**config.mk**
```make
export PLATFORM = sky130hd
export DESIGN_NAME = env_var_expansion_tokenizer
export DESIGN_NICKNAME = d
export VERILOG_FILES = /design/src/hdl/evt_pkg.sv /design/src/hdl/evt_scan.sv /design/src/hdl/evt_outq.sv /design/src/hdl/env_var_expansion_tokenizer.sv
export SDC_FILE = /design/constraint.sdc
export NUM_CORES = 1
export LEC_CHECK = 0
export ABC_CLOCK_PERIOD_IN_PS = 7300
export BUFFER_PORTS_ARGS = -buffer_cell sky130_fd_sc_hd__clkbuf_2
export CORE_AREA = 2 2 214 216
export DETAILED_ROUTE_END_ITERATION = 12
export DIE_AREA = 0 0 216 218
export SYNTH_ARGS = -nofsm -noshare
export SYNTH_HDL_FRONTEND = slang
export SYNTH_SLANG_ARGS = --single-unit
export TNS_END_PERCENT = 30
```
**constraint.sdc**
```tcl
create_clock -name clk -period 7.3 [get_ports clk]
set_clock_uncertainty 0.05 [all_clocks]
set_input_delay 1.825 -clock clk [delete_from_list [all_inputs] [get_ports clk]]
set_output_delay 1.825 -clock clk [all_outputs]
set_load 0.005 [all_outputs]
```
**src/hdl/evt_pkg.sv**
```systemverilog
package evt_pkg;

  localparam int LENGTH_BITS_DEF = 16;
  localparam int LEN_OUT_BITS    = 16;
  localparam logic [LEN_OUT_BITS-1:0] LEN_OUT_MAX = '1;

  // result queue: room for two results of one byte plus two in flight
  localparam int QDEPTH = 4;
  localparam int QAW    = $clog2(QDEPTH);
  localparam int QCW    = $clog2(QDEPTH + 1);

  typedef enum logic [2:0] {
    KIND_VAR     = 3'd0,
    KIND_VAR_DEF = 3'd1,
    KIND_ESCAPE  = 3'd2,
    KIND_TEXT    = 3'd3,
    KIND_ERROR   = 3'd4
  } evt_kind_t;

  typedef struct packed {
    logic [7:0] in_byte;
    logic       last_byte;
  } evt_in_t;

  typedef struct packed {
    evt_kind_t                 token_kind;
    logic [LEN_OUT_BITS-1:0]   token_length;
    logic [LEN_OUT_BITS-1:0]   name_length;
    logic                      length_overflow;
    logic                      run_end;
  } evt_out_t;

  // results produced by one request, first slot always used before second
  typedef struct packed {
    logic     push0;
    logic     push1;
    evt_out_t res0;
    evt_out_t res1;
  } evt_push_t;

endpackage

```
**src/hdl/evt_scan.sv**
```systemverilog
module evt_scan #(
  parameter int LENGTH_BITS = evt_pkg::LENGTH_BITS_DEF
) (
  input  logic               clk,
  input  logic               rst_n,
  input  logic               accept,
  input  evt_pkg::evt_in_t   in_data,
  output evt_pkg::evt_push_t push
);
  import evt_pkg::*;

  localparam int LB = LENGTH_BITS;
  localparam int EW = (LB > LEN_OUT_BITS) ? LB : LEN_OUT_BITS;
  localparam logic [LB-1:0] CNT_MAX = {LB{1'b1}};

  localparam logic [7:0] CH_DOLLAR = 8'd36;
  localparam logic [7:0] CH_LBRACE = 8'd123;
  localparam logic [7:0] CH_COLON  = 8'd58;
  localparam logic [7:0] CH_DASH   = 8'd45;
  localparam logic [7:0] CH_RBRACE = 8'd125;

  typedef enum logic [6:0] {
    ST_START  = 7'b0000001,
    ST_TEXT   = 7'b0000010,
    ST_DOLLAR = 7'b0000100,
    ST_NAME   = 7'b0001000,
    ST_COLON  = 7'b0010000,
    ST_PLAIN  = 7'b0100000,
    ST_DEF    = 7'b1000000
  } evt_state_t;

  evt_state_t    state_r, state_nxt, state_m;
  logic [LB-1:0] cnt_r, cnt_nxt, cnt_m, cnt_inc, cnt0;
  logic [LB-1:0] col_r, col_nxt, col_m;
  logic          sat_r, sat_nxt, sat_m, sat_inc, sat0;
  logic          e0, e1, use_old;
  evt_kind_t     k0, k1;
  logic [EW-1:0] nm0;
  logic [7:0]    c;

  function automatic evt_out_t make_res(input evt_kind_t kind, input logic [LB-1:0] cnt,
                                        input logic sat, input logic [EW-1:0] nm,
                                        input logic re);
    evt_out_t      r;
    logic [EW-1:0] ext;
    ext = EW'(cnt);
    r.token_kind      = kind;
    r.token_length    = (ext > EW'(LEN_OUT_MAX)) ? LEN_OUT_MAX : ext[LEN_OUT_BITS-1:0];
    r.name_length     = (nm > EW'(LEN_OUT_MAX)) ? LEN_OUT_MAX : nm[LEN_OUT_BITS-1:0];
    r.length_overflow = sat | (ext > EW'(LEN_OUT_MAX));
    r.run_end         = re;
    return r;
  endfunction

  assign c       = in_data.in_byte;
  assign cnt_inc = (cnt_r == CNT_MAX) ? cnt_r : cnt_r + LB'(1);
  assign sat_inc = sat_r | (cnt_r == CNT_MAX);

  always_comb begin
    state_m = state_r;
    cnt_m   = cnt_r;
    col_m   = col_r;
    sat_m   = sat_r;
    e0      = 1'b0;
    k0      = KIND_TEXT;
    nm0     = '0;
    use_old = 1'b0;
    unique case (state_r)
      ST_START: begin
        cnt_m   = LB'(1);
        col_m   = '0;
        sat_m   = 1'b0;
        state_m = (c == CH_DOLLAR) ? ST_DOLLAR : ST_TEXT;
      end
      ST_TEXT: begin
        if (c == CH_DOLLAR) begin
          // text run closes with its old count, the dollar opens a new token
          e0      = 1'b1;
          k0      = KIND_TEXT;
          use_old = 1'b1;
          cnt_m   = LB'(1);
          col_m   = '0;
          sat_m   = 1'b0;
          state_m = ST_DOLLAR;
        end else begin
          cnt_m = cnt_inc;
          sat_m = sat_inc;
        end
      end
      ST_DOLLAR: begin
        cnt_m = cnt_inc;
        sat_m = sat_inc;
        if (c == CH_DOLLAR) begin
          e0      = 1'b1;
          k0      = KIND_ESCAPE;
          state_m = ST_START;
        end else if (c == CH_LBRACE) begin
          state_m = ST_NAME;
        end else begin
          state_m = ST_TEXT;
        end
      end
      ST_NAME: begin
        cnt_m = cnt_inc;
        sat_m = sat_inc;
        if (c == CH_COLON) begin
          col_m   = cnt_inc - LB'(1);
          state_m = ST_COLON;
        end else if (c == CH_RBRACE) begin
          e0      = 1'b1;
          k0      = KIND_VAR;
          nm0     = EW'(cnt_inc) - EW'(3);
          state_m = ST_START;
        end
      end
      ST_COLON: begin
        cnt_m = cnt_inc;
        sat_m = sat_inc;
        if (c == CH_DASH) begin
          state_m = ST_DEF;
        end else if (c == CH_RBRACE) begin
          e0      = 1'b1;
          k0      = KIND_VAR;
          nm0     = EW'(cnt_inc) - EW'(3);
          state_m = ST_START;
        end else begin
          state_m = ST_PLAIN;
        end
      end
      ST_PLAIN: begin
        cnt_m = cnt_inc;
        sat_m = sat_inc;
        if (c == CH_RBRACE) begin
          e0      = 1'b1;
          k0      = KIND_VAR;
          nm0     = EW'(cnt_inc) - EW'(3);
          state_m = ST_START;
        end
      end
      ST_DEF: begin
        cnt_m = cnt_inc;
        sat_m = sat_inc;
        if (c == CH_RBRACE) begin
          e0      = 1'b1;
          k0      = KIND_VAR_DEF;
          nm0     = EW'(col_r) - EW'(2);
          state_m = ST_START;
        end
      end
      default: begin
        state_m = ST_START;
      end
    endcase
  end

  // end of string closes whatever is still open
  assign e1   = in_data.last_byte && (state_m != ST_START);
  assign k1   = (state_m == ST_TEXT) ? KIND_TEXT : KIND_ERROR;
  assign cnt0 = use_old ? cnt_r : cnt_m;
  assign sat0 = use_old ? sat_r : sat_m;

  always_comb begin
    push.push0 = accept && (e0 || e1);
    push.push1 = accept && e0 && e1;
    push.res1  = make_res(k1, cnt_m, sat_m, '0, 1'b1);
    if (e0) begin
      push.res0 = make_res(k0, cnt0, sat0, nm0, !e1);
    end else begin
      push.res0 = push.res1;
    end
  end

  always_comb begin
    if (in_data.last_byte) begin
      state_nxt = ST_START;
      cnt_nxt   = '0;
      col_nxt   = '0;
      sat_nxt   = 1'b0;
    end else begin
      state_nxt = state_m;
      cnt_nxt   = cnt_m;
      col_nxt   = col_m;
      sat_nxt   = sat_m;
    end
  end

  always_ff @(posedge clk) begin
    if (!rst_n) begin
      state_r <= ST_START;
      cnt_r   <= '0;
      col_r   <= '0;
      sat_r   <= 1'b0;
    end else if (accept) begin
      state_r <= state_nxt;
      cnt_r   <= cnt_nxt;
      col_r   <= col_nxt;
      sat_r   <= sat_nxt;
    end
  end

endmodule

```
**src/hdl/evt_outq.sv**
```systemverilog
module evt_outq (
  input  logic               clk,
  input  logic               rst_n,
  input  evt_pkg::evt_push_t push,
  output logic               room,
  output logic               out_valid,
  input  logic               out_ready,
  output evt_pkg::evt_out_t  out_data
);
  import evt_pkg::*;

  evt_out_t       q_r [QDEPTH];
  logic [QAW-1:0] wr_r, wr_nxt, rd_r, rd_nxt;
  logic [QCW-1:0] cnt_r, cnt_nxt;
  logic           pop;
  logic [QAW-1:0] wr1;

  assign out_valid = (cnt_r != '0);
  assign out_data  = q_r[rd_r];
  assign pop       = out_valid && out_ready;
  // a request may push two results, so keep two slots free
  assign room      = (cnt_r <= QCW'(QDEPTH - 2));
  assign wr1       = wr_r + QAW'(1);

  always_comb begin
    wr_nxt  = wr_r + QAW'(push.push0) + QAW'(push.push1);
    rd_nxt  = rd_r + QAW'(pop);
    cnt_nxt = cnt_r + QCW'(push.push0) + QCW'(push.push1) - QCW'(pop);
  end

  always_ff @(posedge clk) begin
    if (push.push0) begin
      q_r[wr_r] <= push.res0;
    end
    if (push.push1) begin
      q_r[wr1] <= push.res1;
    end
  end

  always_ff @(posedge clk) begin
    if (!rst_n) begin
      wr_r  <= '0;
      rd_r  <= '0;
      cnt_r <= '0;
    end else begin
      wr_r  <= wr_nxt;
      rd_r  <= rd_nxt;
      cnt_r <= cnt_nxt;
    end
  end

endmodule

```
**src/hdl/env_var_expansion_tokenizer.sv**
```systemverilog
// a result enters the result queue when the byte closing its token is accepted
// one byte per cycle while in_ready is high; a byte that closes two tokens pushes
//   two results, and a four-entry result queue absorbs that burst
// input is stalled only while fewer than two queue entries are free
// synchronous active-low reset returns the scanner to its start state and
//   empties the result queue
module env_var_expansion_tokenizer #(
  parameter int LENGTH_BITS = evt_pkg::LENGTH_BITS_DEF
) (
  input  logic              clk,
  input  logic              rst_n,
  input  logic              in_valid,
  output logic              in_ready,
  input  evt_pkg::evt_in_t  in_data,
  output logic              out_valid,
  input  logic              out_ready,
  output evt_pkg::evt_out_t out_data
);
  import evt_pkg::*;

  evt_push_t push;
  logic      accept;

  assign accept = in_valid && in_ready;

  evt_scan #(
    .LENGTH_BITS(LENGTH_BITS)
  ) u_scan (
    .clk    (clk),
    .rst_n  (rst_n),
    .accept (accept),
    .in_data(in_data),
    .push   (push)
  );

  evt_outq u_outq (
    .clk      (clk),
    .rst_n    (rst_n),
    .push     (push),
    .room     (in_ready),
    .out_valid(out_valid),
    .out_ready(out_ready),
    .out_data (out_data)
  );

endmodule
```
==> results.txt <==
- The run finished with clean final reports.
* Wire length of the first global-routing pass: approximately 46 mm
- After clock tree synthesis, the clock-pin slew on the worst setup and hold paths is 0.08 ns.
- DRC errors left: 0
* Power after layout: ~2.9 mW
* Final-stage net count: 1012
- By instance count, the leading cell after synthesis is sky130_fd_sc_hd__dfxtp_1.
- Kind of start point of the critical path: input pin
- The floorplan step set the die height to 218 µm.
- Summed over all instances, the cell type with the most area after synthesis is sky130_fd_sc_hd__edfxtp_1.
- Antenna violations before repair: 0
* RD Place Congestion: 0.8945
- The worst path uses 73.26% of the clock period.
* Synth async-reset ratio: 0%
* Share of post-route cells with drive strength above 1: 15.67%
- Sequential cells account for between 40% and 50% of the total power.
- The count of endpoints failing hold in the final timing report was 0.
* Crit end category: flop
- Class of the tightest hold or removal check: flop to flop
- Share of Yosys cell area claimed by the top area cell type: 23.52%
* Number of placed I/O pins: 52
- Number of cell rows: 78
- Number of port buffers: a little over 50
* Die X-Extent: 216 µm
- Max Freq: 187.0 MHz
- After synthesis the netlist holds a flip-flop and latch count of roughly 200.
- Setup repair after global routing missed its margin: false
- In the post-synthesis netlist, the biggest area contributors are sky130_fd_sc_hd__edfxtp_1, sky130_fd_sc_hd__dfxtp_1, sky130_fd_sc_hd__mux4_2, sky130_fd_sc_hd__o2bb2ai_1, sky130_fd_sc_hd__nor2_1.
- Max-capacitance violation count: 0
- Sum of net half-perimeters after detailed placement: 21.40 mm
- Detailed routing inserted a total of about 8000 vias.
- For the finished layout, the period the worst path requires is 5.348 ns.
- Post-synthesis cell type count: 80
* Detailed-route wire length per cell: 18.51 µm
- The critical path is of the input pin to flop type.
- Yosys mapped a number of flops with a built-in enable equal to 80.
* Layout Area Growth over Synthesis: 13.67%
- At the pin with the least slew margin, the transition time is 1.181 ns.
- The share of the Yosys chip area taken by registers is a little under half.
* Net Count, Synth: 1000
- The repair_antennas step left the layout with diodes totalling 0.
* Clock tree from TritonCTS: built
* Post-CTS Resized: 0
- The core region is ~45000 µm².
- Sinks on Clock Net: just under 200
* Pwr dens: 246.4 nW/µm²
- For the worst setup path, the data arrival time is 5.63 ns.
* Power share of the combinational group: 22.1%
- Longest Clk Path Bufs: 2
* Data required time of the critical path: 7.59 ns
- Source-to-sink clock delay at the later pin of the worst-skew pair: around 0.44 ns
* Combined global-route utilization of all metal layers: around an eighth
- Master cell of the clock root buffer: sky130_fd_sc_hd__clkbuf_16
- Effective utilization at floorplan: 22.75%
- At the end of the flow the core is filled with cells to 25.86%.
- Congestion Overflow GR: 0
- H-Tree Depth: 4
- Clock network power share: 34.6%
- Sw frac: 30.86%
- Setup violations remaining at the end of the flow were counted as 0.
- WL final: 29.65 mm
- The number of clock buffers added by TritonCTS is 17.
- Number of DRC violations after detailed-routing iteration 0: between 700 and 800
- Internal power component: ~2.0 mW
- Largest net degree at the start of global routing: 43
- After routing, the total negative slack on setup checks comes to 0 ns.
- Sw Pwr: between 800 and 900 µW
- Syn Std Cell Area: roughly 10000 µm²
- Once detail routing completed, the nets flagged for antenna violations numbered 0.
- The floorplan step defined a die boundary enclosing approximately 47000 µm².
* Worst slew margin: 20.74%
* Setup bufs post-CTS: 0
- Vias in the first global route: 7522
* Average cell area after synthesis: 10.46 µm²
- Primary flip-flop cell chosen by synthesis mapping: sky130_fd_sc_hd__dfxtp_1
- Final hold slack: between 0.4 and 0.5 ns
- After technology mapping, the gate count stands at 977.
- The max-slew violation count is 0.
- Max VDD drop: 0.1818 mV
- Commonest cells in the netlist: sky130_fd_sc_hd__dfxtp_1, sky130_fd_sc_hd__nor2_1, sky130_fd_sc_hd__edfxtp_1
- LEAKAGE: 3.896 nW
* Maximum net fanout on the critical path: 34
- Hold repair after CTS inserted 0 buffers.
* Pre-Repair DR Iteration Count: 5
- Dividing the detail-routed via count by the number of cells gives 5.019.
* Syn. warnings: 0
## cells by family (layout without fill, tap and decap cells)
family                     count (synthesis)  count (layout)  synth area share (%)
and+or+nand+nor                          339             339                 16.96
DFF                                      195             195                 46.06
buffers and inverters                     90             115                 3.993
AOI/OAI and AO/OA                        255             255                 18.83
muxes                                     48              48                 9.285
adders and majority gates                 10              10                 1.445
xor gates and xnor gates                  40              40                 3.430
## routing by layer
layer	global-route usage (%)	wire length, µm	vias up
met5	0	0	-
li1	-	-	3758
met2	20.31	13860	283
met1	17.44	13640	3971
met4	2.808	371	0
met3	2.148	1784	29
## worst max-delay path, cell delays in order
cell,delay (ns)
sky130_fd_sc_hd__clkbuf_2,0.10
sky130_fd_sc_hd__nand3b_1,0.17
sky130_fd_sc_hd__nor4_1,0.55
sky130_fd_sc_hd__o2bb2ai_1,0.30
sky130_fd_sc_hd__a211o_1,0.48
sky130_fd_sc_hd__o2111ai_2,0.23
sky130_fd_sc_hd__buf_4,0.41
sky130_fd_sc_hd__and2_1,0.63
sky130_fd_sc_hd__inv_1,0.59
sky130_fd_sc_hd__o21a_1,0.33
## path summary, 6_finish.rpt
kind                                                      from                        endpoint  slack, ns  depth (start not counted)
worst max-delay path                                in_data[8]   u_outq.q_r[3][0]$_SDFFE_PP1P_       1.95                         10
worst min-delay path            u_outq.q_r[2][10]$_SDFFE_PP0N_  u_outq.q_r[2][10]$_SDFFE_PP0N_       0.41                          1
worst max register to register    u_scan.cnt_r[0]$_SDFFE_PN0P_  u_outq.q_r[3][10]$_SDFFE_PP0P_       2.89                         10
worst min register to register  u_outq.q_r[2][10]$_SDFFE_PP0N_  u_outq.q_r[2][10]$_SDFFE_PP0N_       0.41                          1
## metrics by stage
step | setup WS, ns | area, µm² | cells
finish | 1.952 | 11610 | 1602
global route | 1.628 | 11610 | 1602
CTS | 1.950 | 11610 | 1602
detailed placement | 1.489 | 10990 | 1570
global placement | 1.577 | 10990 | 1570
floorplan | 2.400 | 10210 | 977
## flip-flops by register name, summed over array words and instances, names as in the netlist
| name | flops |
|---|---|
| u_outq.rd_r | 2 |
| u_outq.wr_r | 2 |
| u_scan.state_r | 7 |
| u_scan.sat_r | 1 |
| u_outq.cnt_r | 3 |
| u_scan.col_r | 16 |
| u_scan.cnt_r | 16 |
| u_outq.q_r | 148 |
## placed cells by master (no fill, tap or decap), types with 16 or more instances in the layout
cell and count:
sky130_fd_sc_hd__nor2_1 114, sky130_fd_sc_hd__dfxtp_1 113, sky130_fd_sc_hd__edfxtp_1 80, sky130_fd_sc_hd__nand2_1 53, sky130_fd_sc_hd__clkbuf_2 51, sky130_fd_sc_hd__o2bb2ai_1 50, sky130_fd_sc_hd__mux4_2 37, sky130_fd_sc_hd__a22oi_1 33
sky130_fd_sc_hd__o21ai_0 30, sky130_fd_sc_hd__xnor2_1 30, sky130_fd_sc_hd__nor2b_1 28, sky130_fd_sc_hd__a21oi_1 26, sky130_fd_sc_hd__nor3_1 22, sky130_fd_sc_hd__nand3_1 20, sky130_fd_sc_hd__and2_1 20, sky130_fd_sc_hd__inv_1 19
sky130_fd_sc_hd__nor4_1 19, sky130_fd_sc_hd__clkbuf_16 17, sky130_fd_sc_hd__a22o_1 16
## area by class of cell
type | instances | area (µm²)
clock inverter | 14 | 186.4
tap | 600 | 750.7
inverter | 20 | 80.08
sequential | 195 | 4707
multi-input combinational | 692 | 5102
clock buffer | 18 | 439.2
timing repair buffer | 63 | 345.3
fill | 4756 | 33280
## power by group through the flow
stage               Clock, mW  Combinational, mW  Sequential, mW
finish                  0.991              0.632            1.24
global placement            0              0.635            1.26
floorplan                   0              0.454            1.23
CTS                      1.00              0.643            1.24
detailed placement          0              0.640            1.27
global route             1.04              0.695            1.25
Power figures use the tool's default switching activity.
